`src/hw/rtl/cil_ram.sv`:
```
// Generic single-write, single-read RAM with registered read data.
module cil_ram #(
    parameter int WIDTH = 8,
    parameter int DEPTH = 16
) (
    input  logic                     clk,
    input  logic                     we,
    input  logic [$clog2(DEPTH)-1:0] waddr,
    input  logic [WIDTH-1:0]         wdata,
    input  logic [$clog2(DEPTH)-1:0] raddr,
    output logic [WIDTH-1:0]         rdata
);

    logic [WIDTH-1:0] mem [DEPTH];

    always_ff @(posedge clk)
    begin
        if (we)
        begin
            mem[waddr] <= wdata;
        end
        rdata <= mem[raddr];
    end

endmodule

```
`config.mk`:
```
export PLATFORM = sky130hd
export DESIGN_NAME = cil_ram
export DESIGN_NICKNAME = d
export VERILOG_FILES = /design/src/hw/rtl/cil_ram.sv
export SDC_FILE = /design/constraint.sdc
export NUM_CORES = 1
export LEC_CHECK = 0
export CAP_MARGIN = 0
export CORE_ASPECT_RATIO = 1.1
export CORE_MARGIN = 3
export CORE_UTILIZATION = 55
export CTS_CLUSTER_DIAMETER = 150
export DETAILED_ROUTE_END_ITERATION = 7
export DONT_BUFFER_PORTS = 1
export GPL_TIMING_DRIVEN = 0
export PLACE_DENSITY = 0.7
export SYNTH_ARGS = -nofsm -noshare
export SYNTH_HDL_FRONTEND = slang
export SYNTH_SLANG_ARGS = --single-unit
export TNS_END_PERCENT = 10
```
`constraint.sdc`:
```
create_clock -name clk -period 1.7 [get_ports clk]
set_input_delay 0.085 -clock clk [delete_from_list [all_inputs] [get_ports clk]]
set_output_delay 0.085 -clock clk [all_outputs]
set_load 0.02 [all_outputs]
```
==> results.toml <==
[run_status]
status = "complete, no violations"

[sta]
slew_headroom_pct = 20.7
setup_viol_count_final = 0
drv_slew = 0
tightest_slew_ns = 1.18
max_freq_ghz = 0.644
finalCritPeriodShare_pct = 91.4
fin_skew_ns = 0.00539
hold_slack_ns = 0.00778
rsz0062_at_grt = "no"
fin_crit_ns = 1.55
hold_viol = 0

[floorplanning]
std_cell_rows = 36
dieArea_mm2 = 0.0106
core_mm2 = 0.00901
io_pins = 26
die_h_um = 107
start_util_pct = 57.1
fp.dieW_um = 98.2

[worst_setup_path]
cp_data_required_time_ns = 1.83
reg2regPathDepth = 3
critPathArrivalTime_ns = 1.68
path_cells = "dlygate4sd3_1, nor3_1"
max_stage_delay_ns = 0.97
path_max_fanout = 8
crit_family = "simple AND/OR/NAND/NOR gates"
startpoint_type = "primary input"
worstReg2RegStart = "mem[5][0]"
crit_type = "in -> reg"
path_buf_inv = 1
timing.rr.end = "rdata[0]"
cp_slowest_cell = "nor3_1"
rrSetupSlack_ns = 0.25
end_kind = "flip-flop"

[placed_design]
placed_cell_area_mm2 = 0.00529
numPortBuffers = 0
gp_congestion = 0.680
dp_hpwl_mm = 5.68

[power]
power_density_mw_per_mm2 = 1280
vdd_ir_drop_max_mv = 0.585
p_clk_share_pct = 46.2
static-leakage-power_uw = 0.00198
switching_share_pct = 20.0
p_comb_share_pct = 4.2
p_total_uw = 7670
seqPwrFrac_pct = 49.5
intPower_uw = 6140
switching_power_uw = 1530

[clock_tree]
clock-sinks = 136
cts_setup_buffers = 0
htree_levels = 4
clk_latency_ns = 0.52
cts.clk_slew.worst_paths_ns = 0.06
cts_max_path_buffers = 2
tritoncts = "done"
root_buffer = "clkbuf_8"
ctsHoldBuffers = 13
cts_made_buffers = 17
cts_resized = 0

[layout]
nNetsFinal = 280
final_common_cell = "edfxtp_1"
num-fill-cells = 600
synthToLayoutAreaGrowth_pct = 16.7
mostFrequentLayoutCells = "128 x edfxtp_1, 18 x mux4_2, 16 x a22oi_1, 16 x clkbuf_16, 14 x mux4_1"
antennaDiodeCount = 0
design_area_mm2 = 0.00601
drive_gt1_share_pct = 21.8

[worst_hold_path]
whs_path_depth = 3
whs_endpoint = "rdata[4]"
hold_class = "in -> reg"
min-delay-start = "raddr[2]"

[drt]
via_per_inst = 6.15
ant_nets = 0
routed_wl_mm = 9.62
avgRoutedWirePerCell_um = 24.7
dr_total_vias = 2393
drt-initial-drc-count = 173
drc_errors = 0
dr.pass1.iters = 5

[synth]
synth.net_count = 247
avgSynthCellArea_um2 = 22.5
seq_area_frac_synth_pct = 77.8
synth_cell_types = 19
ys_warn_count = 0
syn_area_mm2 = 0.00515
ys_seq_elements = 136
postSynthCellCount = 229

[job]
drv_cap = 0

[global_routing]
grt_pass1_wl_mm = 14.5
gr-total-overflow = 0
grt_usage_pct = 19.9
grt_max_degree = 17
grt_pass1_vias = 2496
antenna_found_initial = 0
layer usage:
layer,track usage (%),up-vias,routed length (µm)
li1,-,1043,-
met1,28.3,1223,4120
met2,29.2,108,4600
met3,5.83,19,721
met4,8.88,0,177
met5,0,-,0
sequential cells by signal, indices dropped and copies added (netlist names):
name	flops
mem	128
rdata	8
power by group through the flow:
stage          Sequential, µW  Clock (µW)  Combinational (µW)
3_5_place_dp             3870           0                 253
2_1_floorplan            3860           0                 190
4_1_cts                  3800        3580                 330
5_1_grt                  3810        3730                 351
6_report                 3800        3550                 326
3_3_place_gp             3870           0                 252
stage by stage:
stage	setup slack (ns)	util [%]	TNS (ns)	std cells
after global placement	-0.280	58.7	-2.94	343
after global routing	0.0296	66.7	0	389
final	0.147	66.7	0	389
after CTS	0.0244	66.7	0	388
after detailed placement	-0.217	58.7	-2.56	343
after floorplan	0.122	-	0	229
kinds of logic after synthesis:
logic type,after synthesis,share of synthesized area (%)
buffers and inverters,10,1.68
AO/OA/AOI/OAI,16,2.33
multiplexers,32,15.0
AND/OR/NAND/NOR,35,3.18
flip-flops,136,77.8
worst max path at each step:
stage | to | cells after the start | from
after CTS | mem[8][5] | 2 | waddr[1]
after floorplan | mem[0][0] | 2 | waddr[2]
after global routing | mem[4][7] | 2 | waddr[1]
final | mem[4][1] | 2 | waddr[1]
after global placement | mem[0][0] | 2 | waddr[2]
after detailed placement | mem[0][0] | 2 | waddr[2]
cell type report:
cell class / instances / area [µm²] / share of cell area [%]
well taps: 114 / 143 / 2.37
clock buffers: 18 / 428 / 7.12
repair buffers: 14 / 135 / 2.25
multi-input cells: 83 / 1060 / 17.6
plain buffers: 10 / 86.3 / 1.44
clock inverters: 14 / 156 / 2.60
flip-flops and latches: 136 / 4000 / 66.6
worst min-delay path, stage by stage:
cell and delay [ns]:
nor2_1 0.10, a22oi_1 0.20, nand2_1 0.08
Yosys cell counts:
master           number  area [µm²]
edfxtp_1            128        3840
mux4_2               18         405
a22oi_1              16         120
mux4_1               14         368
nor2_1               13        48.8
nand2_1               9        33.8
dfxtp_1               8         160
nor3_1                4        20.0
buf_2                 3        15.0
buf_6                 3        33.8
clkdlybuf4s25_2       3        30.0
nand2b_1              2        12.5
nand3b_1              2        15.0
and2_1                1        6.26
and2b_1               1        7.51
buf_4                 1        7.51
nand3_1               1        5.00
nor2b_1               1        6.26
or3b_2                1        8.76
No activity file was read; power rests on OpenSTA's default activity.
